[config.mk]
export PLATFORM = sky130hd
export DESIGN_NAME = pkcs1_v15_signature_padding_core
export DESIGN_NICKNAME = d
export VERILOG_FILES = /design/src/hw/rtl/pkcs1pad_pkg.sv /design/src/hw/rtl/pkcs1pad_ram.sv /design/src/hw/rtl/pkcs1pad_ctrl.sv /design/src/hw/rtl/pkcs1pad_datapath.sv /design/src/hw/rtl/pkcs1_v15_signature_padding_core.sv
export SDC_FILE = /design/constraint.sdc
export NUM_CORES = 1
export LEC_CHECK = 0
export CORE_MARGIN = 1
export CORE_UTILIZATION = 58
export DETAILED_ROUTE_END_ITERATION = 10
export DONT_BUFFER_PORTS = 1
export PLACE_DENSITY = 0.8
export SLEW_MARGIN = 40
export SYNTH_ARGS = -nofsm -noshare
export SYNTH_HDL_FRONTEND = slang
export SYNTH_SLANG_ARGS = --single-unit
[constraint.sdc]
create_clock -name clk -period 6.5 [get_ports clk]
set_clock_uncertainty 0.1 [all_clocks]
set_input_delay 1.3 -clock clk [delete_from_list [all_inputs] [get_ports clk]]
set_output_delay 1.3 -clock clk [all_outputs]
set_load 0.05 [all_outputs]
[src/hw/rtl/pkcs1pad_pkg.sv]
// shared types and constants for the pkcs1 v1.5 signature padding block
`default_nettype none
package pkcs1pad_pkg;

  // request function codes
  localparam logic [1:0] FUNC_LOAD    = 2'd0;
  localparam logic [1:0] FUNC_EMIT    = 2'd1;
  localparam logic [1:0] FUNC_RESTART = 2'd2;

  // result status codes
  localparam logic [1:0] STATUS_OK        = 2'd0;
  localparam logic [1:0] STATUS_TOO_SHORT = 2'd1;
  localparam logic [1:0] STATUS_MISMATCH  = 2'd2;

  // configuration register indexes
  localparam logic [2:0] REG_EM_LENGTH      = 3'd0;
  localparam logic [2:0] REG_DIGEST_LENGTH  = 3'd1;
  localparam logic [2:0] REG_USE_OID        = 3'd2;
  localparam logic [2:0] REG_OID_LENGTH     = 3'd3;
  localparam logic [2:0] REG_OID_BYTES_LOW  = 3'd4;
  localparam logic [2:0] REG_OID_BYTES_HIGH = 3'd5;
  localparam logic [2:0] REG_VERIFY_MODE    = 3'd6;

  localparam int CFG_INDEX_W = 3;
  localparam int CFG_DATA_W  = 64;

  // register reset values
  localparam logic [9:0] EM_LENGTH_RESET     = 10'd256;
  localparam logic [6:0] DIGEST_LENGTH_RESET = 7'd36;

  // fixed bytes of the encoding
  localparam logic [7:0] BYTE_ZERO     = 8'h00;
  localparam logic [7:0] BYTE_BT       = 8'h01;
  localparam logic [7:0] BYTE_PAD      = 8'hff;
  localparam logic [7:0] BYTE_SEQ      = 8'h30;
  localparam logic [7:0] BYTE_NULL     = 8'h05;
  localparam logic [7:0] BYTE_OCTSTR   = 8'h04;

  // padding overhead: 00 01 at least eight ff, 00
  localparam int PAD_OVERHEAD = 11;
  // DigestInfo overhead around oid and digest
  localparam int DI_OVERHEAD  = 8;
  // header bytes before the oid: 30 L 30 L
  localparam int DI_HEADER    = 4;
  // outer sequence length beyond oid and digest
  localparam int DI_OUTER_ADD = 6;
  // inner sequence length beyond oid: 05 00
  localparam int DI_INNER_ADD = 2;

  typedef struct packed {
    logic [1:0] func;
    logic [7:0] data_byte;
  } req_t;

  typedef struct packed {
    logic [7:0] em_byte;
    logic       last_byte;
    logic [1:0] status;
  } rsp_t;

  // commands from the controller to the datapath
  typedef struct packed {
    logic load;
    logic emit;
    logic restart;
    logic finish;
  } cmd_t;

endpackage
`default_nettype wire

[src/hw/rtl/pkcs1pad_ram.sv]
// generic single-write, single-read ram with registered read data
`default_nettype none
module pkcs1pad_ram #(
  parameter int WIDTH = 8,
  parameter int DEPTH = 64
) (
  input  wire logic                     clk,
  input  wire logic                     wr_en,
  input  wire logic [$clog2(DEPTH)-1:0] wr_addr,
  input  wire logic [WIDTH-1:0]         wr_data,
  input  wire logic [$clog2(DEPTH)-1:0] rd_addr,
  output logic      [WIDTH-1:0]         rd_data
);

  logic [WIDTH-1:0] mem [DEPTH];

  always_ff @(posedge clk) begin
    if (wr_en) begin
      mem[wr_addr] <= wr_data;
    end
    rd_data <= mem[rd_addr];
  end

endmodule
`default_nettype wire

[src/hw/rtl/pkcs1pad_ctrl.sv]
// controller state machine: request intake, digest fetch, result hold
`default_nettype none
module pkcs1pad_ctrl (
  input  wire logic                clk,
  input  wire logic                rst,
  input  wire logic                req_valid,
  input  wire logic [1:0]          req_func,
  output logic                     req_stall,
  output logic                     rsp_valid,
  input  wire logic                rsp_stall,
  output pkcs1pad_pkg::cmd_t       cmd
);
  import pkcs1pad_pkg::*;

  localparam logic [1:0] ST_IDLE   = 2'd0;
  localparam logic [1:0] ST_FETCH  = 2'd1;
  localparam logic [1:0] ST_RESULT = 2'd2;

  logic [1:0] state;
  logic [1:0] state_next;
  logic       take;

  assign req_stall = (state != ST_IDLE);
  assign rsp_valid = (state == ST_RESULT);
  assign take      = req_valid && (state == ST_IDLE);

  always_comb begin
    cmd.load    = take && (req_func == FUNC_LOAD);
    cmd.emit    = take && (req_func == FUNC_EMIT);
    cmd.restart = take && (req_func == FUNC_RESTART);
    cmd.finish  = (state == ST_FETCH);
  end

  always_comb begin
    state_next = state;
    case (state)
      ST_IDLE: begin
        if (cmd.emit) begin
          state_next = ST_FETCH;
        end
      end
      ST_FETCH: begin
        state_next = ST_RESULT;
      end
      ST_RESULT: begin
        if (!rsp_stall) begin
          state_next = ST_IDLE;
        end
      end
      default: begin
        state_next = ST_IDLE;
      end
    endcase
  end

  always_ff @(posedge clk) begin
    if (rst) begin
      state <= ST_IDLE;
    end else begin
      state <= state_next;
    end
  end

endmodule
`default_nettype wire

[src/hw/rtl/pkcs1pad_datapath.sv]
// datapath: config registers, digest store, byte selection, verify compare
`default_nettype none
module pkcs1pad_datapath #(
  parameter int MAX_DIGEST_BYTES = 64,
  parameter int MAX_EM_BYTES     = 512,
  parameter int MAX_OID_BYTES    = 16
) (
  input  wire logic                                   clk,
  input  wire logic                                   rst,
  input  wire pkcs1pad_pkg::cmd_t                     cmd,
  input  wire pkcs1pad_pkg::req_t                     req,
  input  wire logic                                   cfg_write_enable,
  input  wire logic [pkcs1pad_pkg::CFG_INDEX_W-1:0]   cfg_index,
  input  wire logic [pkcs1pad_pkg::CFG_DATA_W-1:0]    cfg_data,
  output pkcs1pad_pkg::rsp_t                          rsp
);
  import pkcs1pad_pkg::*;

  localparam int ADDR_W = $clog2(MAX_DIGEST_BYTES);
  localparam int LI_W   = $clog2(MAX_DIGEST_BYTES + 1);
  localparam int EM_W   = $clog2(MAX_EM_BYTES + 1);
  // work width: holds the 10-bit register, the clamp limit and position plus one
  localparam int WK     = (EM_W > 10) ? EM_W + 1 : 11;

  // configuration
  logic [9:0]  em_length;
  logic [6:0]  digest_length;
  logic        use_oid;
  logic [4:0]  oid_length;
  logic [63:0] oid_bytes_low;
  logic [63:0] oid_bytes_high;
  logic        verify_mode;

  // block state
  logic [LI_W-1:0] load_index;
  logic [9:0]      out_position;
  logic            mismatch_flag;

  // registered decode of the byte being emitted
  logic [7:0] sel_const;
  logic       sel_digest;
  logic       sel_last;
  logic       sel_short;
  logic [7:0] sel_data;

  logic [7:0] rd_data;

  always_ff @(posedge clk) begin
    if (rst) begin
      em_length      <= EM_LENGTH_RESET;
      digest_length  <= DIGEST_LENGTH_RESET;
      use_oid        <= 1'b0;
      oid_length     <= 5'd0;
      oid_bytes_low  <= 64'd0;
      oid_bytes_high <= 64'd0;
      verify_mode    <= 1'b0;
    end else if (cfg_write_enable) begin
      case (cfg_index)
        REG_EM_LENGTH:      em_length      <= cfg_data[9:0];
        REG_DIGEST_LENGTH:  digest_length  <= cfg_data[6:0];
        REG_USE_OID:        use_oid        <= cfg_data[0];
        REG_OID_LENGTH:     oid_length     <= cfg_data[4:0];
        REG_OID_BYTES_LOW:  oid_bytes_low  <= cfg_data;
        REG_OID_BYTES_HIGH: oid_bytes_high <= cfg_data;
        REG_VERIFY_MODE:    verify_mode    <= cfg_data[0];
        default: begin
        end
      endcase
    end
  end

  // clamped lengths
  logic [WK-1:0] em_len;
  logic [6:0]    dlen;
  logic [4:0]    olen;
  logic [WK-1:0] tlen;
  logic          too_short;
  logic [WK-1:0] pos_w;
  logic [WK-1:0] pos_inc;
  logic          last;
  logic [WK-1:0] t_start;
  logic [WK-1:0] k;
  logic [WK-1:0] j;
  logic [WK-1:0] dig_idx;
  logic [WK-1:0] oid_end;
  logic [WK-1:0] oid_off;
  logic [127:0]  oid_all;
  logic [7:0]    oid_sel;
  logic [7:0]    byte_const;
  logic          byte_digest;
  logic [ADDR_W-1:0] rd_addr;

  always_comb begin
    em_len  = (WK'(em_length) > WK'(MAX_EM_BYTES)) ? WK'(MAX_EM_BYTES) : WK'(em_length);
    dlen    = (digest_length > 7'(MAX_DIGEST_BYTES)) ? 7'(MAX_DIGEST_BYTES) : digest_length;
    olen    = (oid_length > 5'(MAX_OID_BYTES)) ? 5'(MAX_OID_BYTES) : oid_length;
    tlen    = use_oid ? (WK'(olen) + WK'(dlen) + WK'(DI_OVERHEAD)) : WK'(dlen);
    too_short = em_len < (tlen + WK'(PAD_OVERHEAD));
    pos_w   = WK'(out_position);
    pos_inc = pos_w + WK'(1);
    last    = pos_inc >= em_len;
    t_start = em_len - tlen;
    k       = pos_w - t_start;
    oid_end = WK'(DI_HEADER) + WK'(olen);
    oid_off = k - WK'(DI_HEADER);
    j       = k - oid_end;
    dig_idx = use_oid ? (j - WK'(DI_HEADER)) : k;
    oid_all = {oid_bytes_high, oid_bytes_low};
    oid_sel = oid_all[{oid_off[3:0], 3'b000} +: 8];

    byte_const  = BYTE_ZERO;
    byte_digest = 1'b0;
    rd_addr     = dig_idx[ADDR_W-1:0];
    // digest entries past the end of the store read as zero
    if (too_short) begin
      byte_const = BYTE_ZERO;
    end else if (pos_w == WK'(0)) begin
      byte_const = BYTE_ZERO;
    end else if (pos_w == WK'(1)) begin
      byte_const = BYTE_BT;
    end else if (pos_inc < t_start) begin
      byte_const = BYTE_PAD;
    end else if (pos_inc == t_start) begin
      byte_const = BYTE_ZERO;
    end else if (!use_oid) begin
      byte_digest = (dig_idx < WK'(MAX_DIGEST_BYTES));
    end else if ((k == WK'(0)) || (k == WK'(2))) begin
      byte_const = BYTE_SEQ;
    end else if (k == WK'(1)) begin
      byte_const = 8'(olen) + 8'(dlen) + 8'(DI_OUTER_ADD);
    end else if (k == WK'(3)) begin
      byte_const = 8'(olen) + 8'(DI_INNER_ADD);
    end else if (k < oid_end) begin
      byte_const = oid_sel;
    end else if (j == WK'(0)) begin
      byte_const = BYTE_NULL;
    end else if (j == WK'(1)) begin
      byte_const = BYTE_ZERO;
    end else if (j == WK'(2)) begin
      byte_const = BYTE_OCTSTR;
    end else if (j == WK'(3)) begin
      byte_const = 8'(dlen);
    end else begin
      byte_digest = (dig_idx < WK'(MAX_DIGEST_BYTES));
    end
  end

  pkcs1pad_ram #(
    .WIDTH (8),
    .DEPTH (MAX_DIGEST_BYTES)
  ) u_digest_store (
    .clk     (clk),
    .wr_en   (cmd.load && (load_index < LI_W'(MAX_DIGEST_BYTES))),
    .wr_addr (load_index[ADDR_W-1:0]),
    .wr_data (req.data_byte),
    .rd_addr (rd_addr),
    .rd_data (rd_data)
  );

  // fetch state: expected byte, verify compare and status
  logic [7:0] expect_byte;
  logic       miss_now;
  logic [1:0] status_next;

  always_comb begin
    expect_byte = sel_digest ? rd_data : sel_const;
    miss_now    = !sel_short && verify_mode && (sel_data != expect_byte);
    status_next = STATUS_OK;
    if (sel_short) begin
      status_next = STATUS_TOO_SHORT;
    end else if (sel_last && verify_mode && (mismatch_flag || miss_now)) begin
      status_next = STATUS_MISMATCH;
    end
  end

  always_ff @(posedge clk) begin
    if (rst) begin
      load_index    <= '0;
      out_position  <= 10'd0;
      mismatch_flag <= 1'b0;
    end else begin
      if (cmd.restart) begin
        load_index    <= '0;
        out_position  <= 10'd0;
        mismatch_flag <= 1'b0;
      end
      if (cmd.load && (load_index < LI_W'(MAX_DIGEST_BYTES))) begin
        load_index <= load_index + LI_W'(1);
      end
      if (cmd.emit) begin
        out_position <= last ? 10'd0 : pos_inc[9:0];
      end
      if (cmd.finish) begin
        if (sel_last) begin
          mismatch_flag <= 1'b0;
        end else if (miss_now) begin
          mismatch_flag <= 1'b1;
        end
      end
    end
  end

  always_ff @(posedge clk) begin
    if (cmd.emit) begin
      sel_const  <= byte_const;
      sel_digest <= byte_digest && !too_short;
      sel_last   <= last;
      sel_short  <= too_short;
      sel_data   <= req.data_byte;
    end
    if (cmd.finish) begin
      rsp.em_byte   <= expect_byte;
      rsp.last_byte <= sel_last;
      rsp.status    <= status_next;
    end
  end

endmodule
`default_nettype wire

[src/hw/rtl/pkcs1_v15_signature_padding_core.sv]
// top level of the emsa pkcs1 v1.5 encoder and checker
// usage:
// - configure the registers over the write port while the block is idle
// - load the digest with func load, one byte per request transfer
// - each func emit transfer returns one response: the expected byte of
//   00 01 ff..ff 00 T at the current position, a last flag and a status
// - in verify mode the request byte is compared; a mismatch shows as
//   status on the last byte; too short lengths flag every byte
// - func restart rewinds load and output positions, keeps the digest
// timing:
// - load, restart and unused codes do not stall and return nothing
// - an emit goes through the fetch state (digest store read is registered)
//   to the result state; the response then holds until it transfers
// - no new request is taken until the previous response has transferred,
//   held up by the digest store fetch state and the held result register
// - req_stall stays high while a response waits; rsp stays stable under stall
// reset: synchronous rst restores register defaults and clears positions;
// the digest store is not cleared
`default_nettype none
module pkcs1_v15_signature_padding_core #(
  parameter int MAX_DIGEST_BYTES = 64,
  parameter int MAX_EM_BYTES     = 512,
  parameter int MAX_OID_BYTES    = 16
) (
  input  wire logic                                 clk,
  input  wire logic                                 rst,
  // request channel
  input  wire logic                                 req_valid,
  output logic                                      req_stall,
  input  wire pkcs1pad_pkg::req_t                   req,
  // response channel
  output logic                                      rsp_valid,
  input  wire logic                                 rsp_stall,
  output pkcs1pad_pkg::rsp_t                        rsp,
  // configuration write port
  input  wire logic                                 cfg_write_enable,
  input  wire logic [pkcs1pad_pkg::CFG_INDEX_W-1:0] cfg_index,
  input  wire logic [pkcs1pad_pkg::CFG_DATA_W-1:0]  cfg_data
);
  import pkcs1pad_pkg::*;

  cmd_t cmd;

  // sequencing: intake, fetch, hold until transfer
  pkcs1pad_ctrl u_ctrl (
    .clk       (clk),
    .rst       (rst),
    .req_valid (req_valid),
    .req_func  (req.func),
    .req_stall (req_stall),
    .rsp_valid (rsp_valid),
    .rsp_stall (rsp_stall),
    .cmd       (cmd)
  );

  // byte generation, digest storage and verify logic
  pkcs1pad_datapath #(
    .MAX_DIGEST_BYTES (MAX_DIGEST_BYTES),
    .MAX_EM_BYTES     (MAX_EM_BYTES),
    .MAX_OID_BYTES    (MAX_OID_BYTES)
  ) u_datapath (
    .clk              (clk),
    .rst              (rst),
    .cmd              (cmd),
    .req              (req),
    .cfg_write_enable (cfg_write_enable),
    .cfg_index        (cfg_index),
    .cfg_data         (cfg_data),
    .rsp              (rsp)
  );

endmodule
`default_nettype wire

## Yosys cells after proc, flatten, opt, wreduce, memory -nomap -nowiden

Memory sizes are Yosys's and may differ from the RTL's. A register that Yosys moved wholly into a read port is not among the register bits.
Index checks and enable logic that the tools add are counted.

- Register bits after elaboration: 202
- Bits in latches: 0
- RAM bits: 512
- Memory bits (read-only): 0
- Bits of input ports: 82
- Memories: 1

- $add $sub $neg: 14
- Multipliers: 0
- Divide/modulo/power cells: 0
- $lt $le $gt $ge: 9
- Eq/ne operators: 21
- Shifts and indexed selects: 1
- Muxes and demuxes: 47
- Bitwise gates (word level): 0
- Reductions and logical operators: 33

Memories:

| memory | words | width | read ports | clocked after Yosys merged registers in | wr ports | RTL line | RTL |
|---|---|---|---|---|---|---|---|
| u_datapath.u_digest_store.mem | 64 | 8 | 1 | 1 | 1 | pkcs1pad_ram.sv:15 | `logic [WIDTH-1:0] mem [DEPTH];` |

Operator list:

| operator | count |
|---|---|
| $shiftx A128 B8 Y8 | 1 |
| $mux W8 | 11 |
| $eq A11 B2 Y1 const B | 4 |
| $mux W10 | 4 |
| $mux W7 | 4 |
| $add A11 B4 Y11 const B | 2 |
| $eq A11 B1 Y1 const B | 2 |
| $logic_not A11 Y1 | 2 |
| $lt A11 B11 Y1 | 2 |
| $mux W11 | 2 |
| $mux W1 | 21 |
| $add A5 B7 Y8 | 2 |
| $reduce_and A2 Y1 | 8 |
| $add A10 B1 Y11 const B | 1 |
| $eq A11 B11 Y1 | 1 |
| $ge A11 B11 Y1 | 1 |
| $lt A11 B6 Y1 | 1 |
| $lt A11 B7 Y1 const B | 1 |
| $sub A10 B11 Y11 | 1 |
| $sub A11 B11 Y11 | 1 |
| $sub A11 B3 Y11 const B | 1 |
| $sub A11 B6 Y11 | 1 |
| $eq A10 B1 Y1 const B | 1 |
| $gt A10 B10 Y1 const B | 1 |
| 27 further kinds | 49 |

## Longest topological paths before layout

- Word-level depth: 26
- Mapped depth: 33
- Gate-level depth less buffers: 29

## Cells and area by module

A second synthesis with hierarchy kept.

- Cell total of the unflattened synthesis: 2288
- Area, all modules: 31993.2 µm²

Modules (own cells, without submodules):

| module | times used | cells an instance | area an instance (µm²) | seq. area each (µm²) |
|---|---|---|---|---|
| pkcs1pad_ram | 1 | 940 | 20160.6 | 15534.9 |
| pkcs1pad_datapath | 1 | 1332 | 11701.2 | 4304.1 |
| pkcs1pad_ctrl | 1 | 16 | 131.4 | 40.0 |

## Least setup slack after synthesis

OpenSTA, ideal clock, no wires.

- Path type: register to register
- Start: register u_datapath.digest_length[6]
- End: register u_datapath.sel_const[4] (data pin)
- Library setup time: 153 ps
- Data arrival time: 6136 ps
- Slack: 111 ps
- Stages on the path, launching flop included: 26
- Clock period less this slack: 6389 ps
- Cells stage by stage: dfxtp_1 -> buf_2 -> nor2b_1 -> ha_1 -> inv_1 -> fa_1 -> nand2b_1 -> a21oi_1 -> xnor2_1 -> ha_1 -> a21oi_1 -> ha_1 -> xor2_1 -> ha_1 -> o2111a_1 -> nor3_1 -> xor2_1 -> inv_1 -> ha_1 -> o41ai_1 -> and4_1 -> o211ai_1 -> a221oi_4 -> o211ai_2 -> or4_1 -> a31oi_1

- Cells in the longest elaborated chain, start to end: 20
- Elaborated cells between the ends (all ways): 38
- Those cells by class: add/sub: 9; order compare: 4; eq/ne: 7; shift: 1; mux: 13; reduce/logical: 4

Ends and longest elaborated chain:

| what | RTL line | RTL |
|---|---|---|
| from (decl) | pkcs1pad_datapath.sv:27 | `logic [6:0] digest_length;` |
| from (signal assigned) | pkcs1pad_datapath.sv:60 | `REG_DIGEST_LENGTH: digest_length <= cfg_data[6:0];` |
| $gt A7 B7 Y1 | pkcs1pad_datapath.sv:95 | `dlen = (digest_length > 7'(MAX_DIGEST_BYTES)) ? 7'(MAX_DIGEST_BYTES) : digest_length;` |
| $mux W7 (*) | pkcs1pad_datapath.sv:95 |  |
| $add A5 B7 Y8 | pkcs1pad_datapath.sv:97, pkcs1pad_datapath.sv:130 |  |
| $add A11 B4 Y11 | pkcs1pad_datapath.sv:97 | `tlen = use_oid ? (WK'(olen) + WK'(dlen) + WK'(DI_OVERHEAD)) : WK'(dlen);` |
| $mux W11 | pkcs1pad_datapath.sv:97 |  |
| $sub A11 B11 Y11 | pkcs1pad_datapath.sv:102 | `t_start = em_len - tlen;` |
| $sub A10 B11 Y11 | pkcs1pad_datapath.sv:103 | `k = pos_w - t_start;` |
| $sub A11 B6 Y11 | pkcs1pad_datapath.sv:106 | `j = k - oid_end;` |
| (+4 left out) | n/a |  |
| $mux W8 | pkcs1pad_datapath.sv:135 | `end else if (j == WK'(0)) begin` |
| $mux W8 | pkcs1pad_datapath.sv:133 | `end else if (k < oid_end) begin` |
| $mux W8 | pkcs1pad_datapath.sv:131 | `end else if (k == WK'(3)) begin` |
| $mux W8 | pkcs1pad_datapath.sv:129 | `end else if (k == WK'(1)) begin` |
| $mux W8 | pkcs1pad_datapath.sv:127 | `end else if ((k == WK'(0)) \|\| (k == WK'(2))) begin` |
| $mux W8 | pkcs1pad_datapath.sv:125 | `end else if (!use_oid) begin` |
| $mux W8 | pkcs1pad_datapath.sv:123 | `end else if (pos_inc == t_start) begin` |
| $mux W8 | pkcs1pad_datapath.sv:121 | `end else if (pos_inc < t_start) begin` |
| to (signal assigned) | pkcs1pad_datapath.sv:205 | `sel_const <= byte_const;` |
| to (decl) | pkcs1pad_datapath.sv:40 | `logic [7:0] sel_const;` |

Mark *: on every way between the ends. The rest lies on a longest branch, timed or not.
A chain may end at the register's enable or synchronous reset.

## Final worst setup path

- Start: register u_datapath.digest_length[0]
- End: register u_datapath.sel_const[4] (data pin)

Same word-level chain as after synthesis.

==> results by group <==
Logic synthesis
  – Cell variety after synth: 71
  – Seq/Total Area, Yosys: 0.602
  – Post-Syn Area: 0.0330 mm²
  – Synth Register Bits: between 700 and 800
  – Syn Area/Cell: around 11 µm²
  – YS warnings: 0
  – EDFF count, synth: 542
  – Synth async-reset ratio: 0
  – Top FF cell, synth: edfxtp_1
  – Syn Inst Count: slightly below 3000

CTS
  – H-tree levels: 3
  – Root buffer cell: clkbuf_16
  – Cts bufs inserted: 73
  – Clk pin slew, worst setup/hold paths: roughly 0.060 ns
  – CTS sink count: a little over 700
  – Worst-Skew Late Latency: between 0.6 and 0.7 ns
  – Clk buf depth: 3
  – CTS tree: built

Cells and area
  – Non-Filler Instances: ~3700
  – Area grow syn2layout: 10.9%
  – Finished Cell Area: between 0.03 and 0.04 mm²
  – Fin util: 0.650
  – Fin nets: 3042
  – Ratio of cells with drive above 1 in the final layout: 0.104

Power and ir drop
  – Worst vdd ir: between 0.2 and 0.25 mV
  – Static Leak: 12.3 nW
  – Total power: around 11 mW
  – Power Density: just under 300 mW/mm²

Timing
  – Hold_ws: ~0.36 ns
  – Final setup violation count: 0
  – Worst slew pin tran: approximately 0.9 ns
  – Final slew viol count: 0
  – Fmax: between 150 and 200 MHz
  – Final worst slack: approximately 0.25 ns
  – Final min period: about 6.3 ns
  – Tcrit/Tclk final: 0.962
  – Final Hold Viols: 0
  – Setup TNS: 0 ns
  – Worst rel slew slack: 0.400

Global routing
  – Total global routing overflow: 0
  – Total GRT Usage: 0.286
  – Antenna violations before repair: 1
  – Largest net degree at the start of global routing: 173
  – First-pass GRT wire length: about 130000 µm
  – Vias in the first global route: roughly 23000

Setup path
  – Data arrival, critical path: between 6 and 7 ns
  – Critical path class: flip-flop to flip-flop
  – Crit-path max cell delay: between 0.5 and 0.6 ns
  – Crit end category: flip-flop
  – Req. time, crit path: between 6 and 7 ns
  – Worst-path maximum fanout: 6
  – R2r worst-path depth: 25
  – Critical path's slowest cell: or4_4
  – Cell family with most CP delay: simple AND/OR/NAND/NOR gates
  – WP buf/inv: 1
  – CP Depth: 25
  – Startpoint class of the critical path: flip-flop

Min path
  – Hold Crit Depth: 2
  – Hold Crit Class: flip-flop to flip-flop

Placement
  – I/O Buffers: 0
  – Placed cells: between 3000 and 4000
  – HPWL Detailed: 51500 µm
  – Global placement routability congestion: between 0.9 and 1
  – Pre-CTS setup slack: -0.0257 ns
  – Placed cell area: around 0.034 mm²

Die
  – Die width: about 240 µm
  – Site Rows: 87
  – Die height: roughly 240 µm
  – Core ar.: ~0.056 mm²
  – IO Pins: 95
  – DIE AREA: approximately 0.058 mm²
  – Initial Util: 0.586

Route
  – Wirelength per Cell: approximately 23 µm
  – Post-route ant nets: 0
  – # DRC: 0
  – Vias post-DR: around 24000
  – Drt first pass iters: 6
  – DRT iter0 DRCs: 2368
  – Via density: roughly 6.4
  – Total Wirelength: between 80000 and 90000 µm

Job
  – Max-Cap Viols: 0

Status
  – Outcome: finished, final reports clean
## per-layer routing
layer  vias to the layer above  wire (µm)  global-route usage
li1                      10704          -                   -
met1                     11540      35000               0.393
met2                      1087      39600               0.452
met3                       208       6860              0.0610
met4                         2       2620               0.102
met5                         -         13                   0
## timing repair
action	in CTS	in global routing
gates resized for setup	5	53
cloned	0	0
buffers inserted	0	6
setup endpoints to repair	5	17
pin swaps	0	11
hold buffers	0	0
## power breakdown
group | switching [mW] | internal, mW
logic | 1.04 | 0.559
registers | 0.0413 | 5.01
clock network | 1.77 | 2.48
total | 2.84 | 8.04
## cells by family after synthesis
logic type               Yosys count  share of synthesized area
flip-flops                       722                      0.602
buffers and inverters            243                     0.0283
AND/OR/NAND/NOR                 1038                      0.141
adder cells (fa/ha/maj)           85                     0.0335
AO/OA/AOI/OAI                    716                      0.144
multiplexers                      78                     0.0393
XOR/XNOR                          48                     0.0130
other                              1                   0.000114
## cells in the mapped netlist, types with 6 or more instances
master / instances / area share
ha_1: 78 / 0.030
mux2_2: 13 / 0.0044
clkbuf_1: 168 / 0.019
nand3b_1: 7 / 0.0016
edfxtp_1: 542 / 0.49
o21a_1: 13 / 0.0030
or2_2: 8 / 0.0015
a22oi_1: 7 / 0.0016
nor2_1: 139 / 0.016
inv_1: 51 / 0.0058
nand3_1: 37 / 0.0056
or3_1: 7 / 0.0013
and2_1: 132 / 0.025
a21oi_1: 254 / 0.038
mux4_2: 40 / 0.027
buf_1: 11 / 0.0012
a21o_1: 18 / 0.0041
xnor2_1: 27 / 0.0072
nand2b_1: 22 / 0.0042
mux2i_1: 25 / 0.0076
a311oi_1: 65 / 0.017
a211oi_1: 193 / 0.044
buf_2: 12 / 0.0018
o21ai_0: 33 / 0.0050
xor2_1: 20 / 0.0053
o211ai_1: 8 / 0.0018
a31oi_1: 73 / 0.014
nor4_1: 11 / 0.0021
nor3_1: 23 / 0.0035
nand2_1: 590 / 0.067
nor2b_1: 26 / 0.0049
fa_1: 6 / 0.0036
dfxtp_1: 180 / 0.11
a211o_1: 7 / 0.0019
nand4_1: 11 / 0.0021
## flip-flops by register name, summed over array words and instances, names as in the netlist, 2 cells and up
signal and flops:
u_datapath.load_index 7, u_datapath.oid_bytes_low 64, u_datapath.oid_length 5, u_datapath.out_position 10, u_datapath.em_length 10, u_datapath.u_digest_store.rd_data 8, u_datapath.u_digest_store.mem 512, u_datapath.sel_const 8
u_datapath.oid_bytes_high 64, u_datapath.rsp 11, u_datapath.digest_length 7, u_datapath.sel_data 8, u_ctrl.state 2
## cell type report
cell class,instances,area (µm²)
Antenna cell,1,2.50
Clock buffer,106,2160
Clock inverter,28,282
Fill cell,4123,19800
Inverter,51,195
Multi-Input combinational cell,1969,12600
Sequential cell,722,19900
Tap cell,756,946
Timing Repair Buffer,59,559
## cells in the final DEF, fill, tap and decap left out, types with 13 or more instances in the layout
cell	count
a31oi_1	71
mux4_2	40
a21oi_1	246
clkbuf_1	18
ha_1	68
a21o_1	18
xor2_1	19
buf_4	49
xnor2_1	24
nor2_1	132
nand2_1	589
a311oi_1	65
nor2b_1	21
and2_1	132
nand3_1	35
o21ai_0	25
nor3_1	20
nand2b_1	20
clkbuf_16	78
mux2i_1	22
o21a_1	13
dfxtp_1	180
edfxtp_1	542
inv_1	49
a211oi_1	191
## worst paths after layout
check | slack, ns | startpoint | to
worst max-delay path | 0.25 | u_datapath.digest_length[0] | u_datapath.sel_const[4]
worst min-delay path | 0.36 | u_datapath.oid_bytes_low[4] | u_datapath.oid_bytes_low[4]
worst max register to register | 0.25 | u_datapath.digest_length[0] | u_datapath.sel_const[4]
worst min register to register | 0.36 | u_datapath.oid_bytes_low[4] | u_datapath.oid_bytes_low[4]
## worst reg2reg max path, delay by kind of cell (launching register included)
family                     cells  cell delay, ns
buffers and inverters          1            0.06
AOI/OAI and AO/OA             10            1.84
xor gates and xnor gates       2            0.30
DFF                            1            0.32
and+or+nand+nor                7            2.03
adders and majority gates      5            1.46
Power figures use the tool's default switching activity.
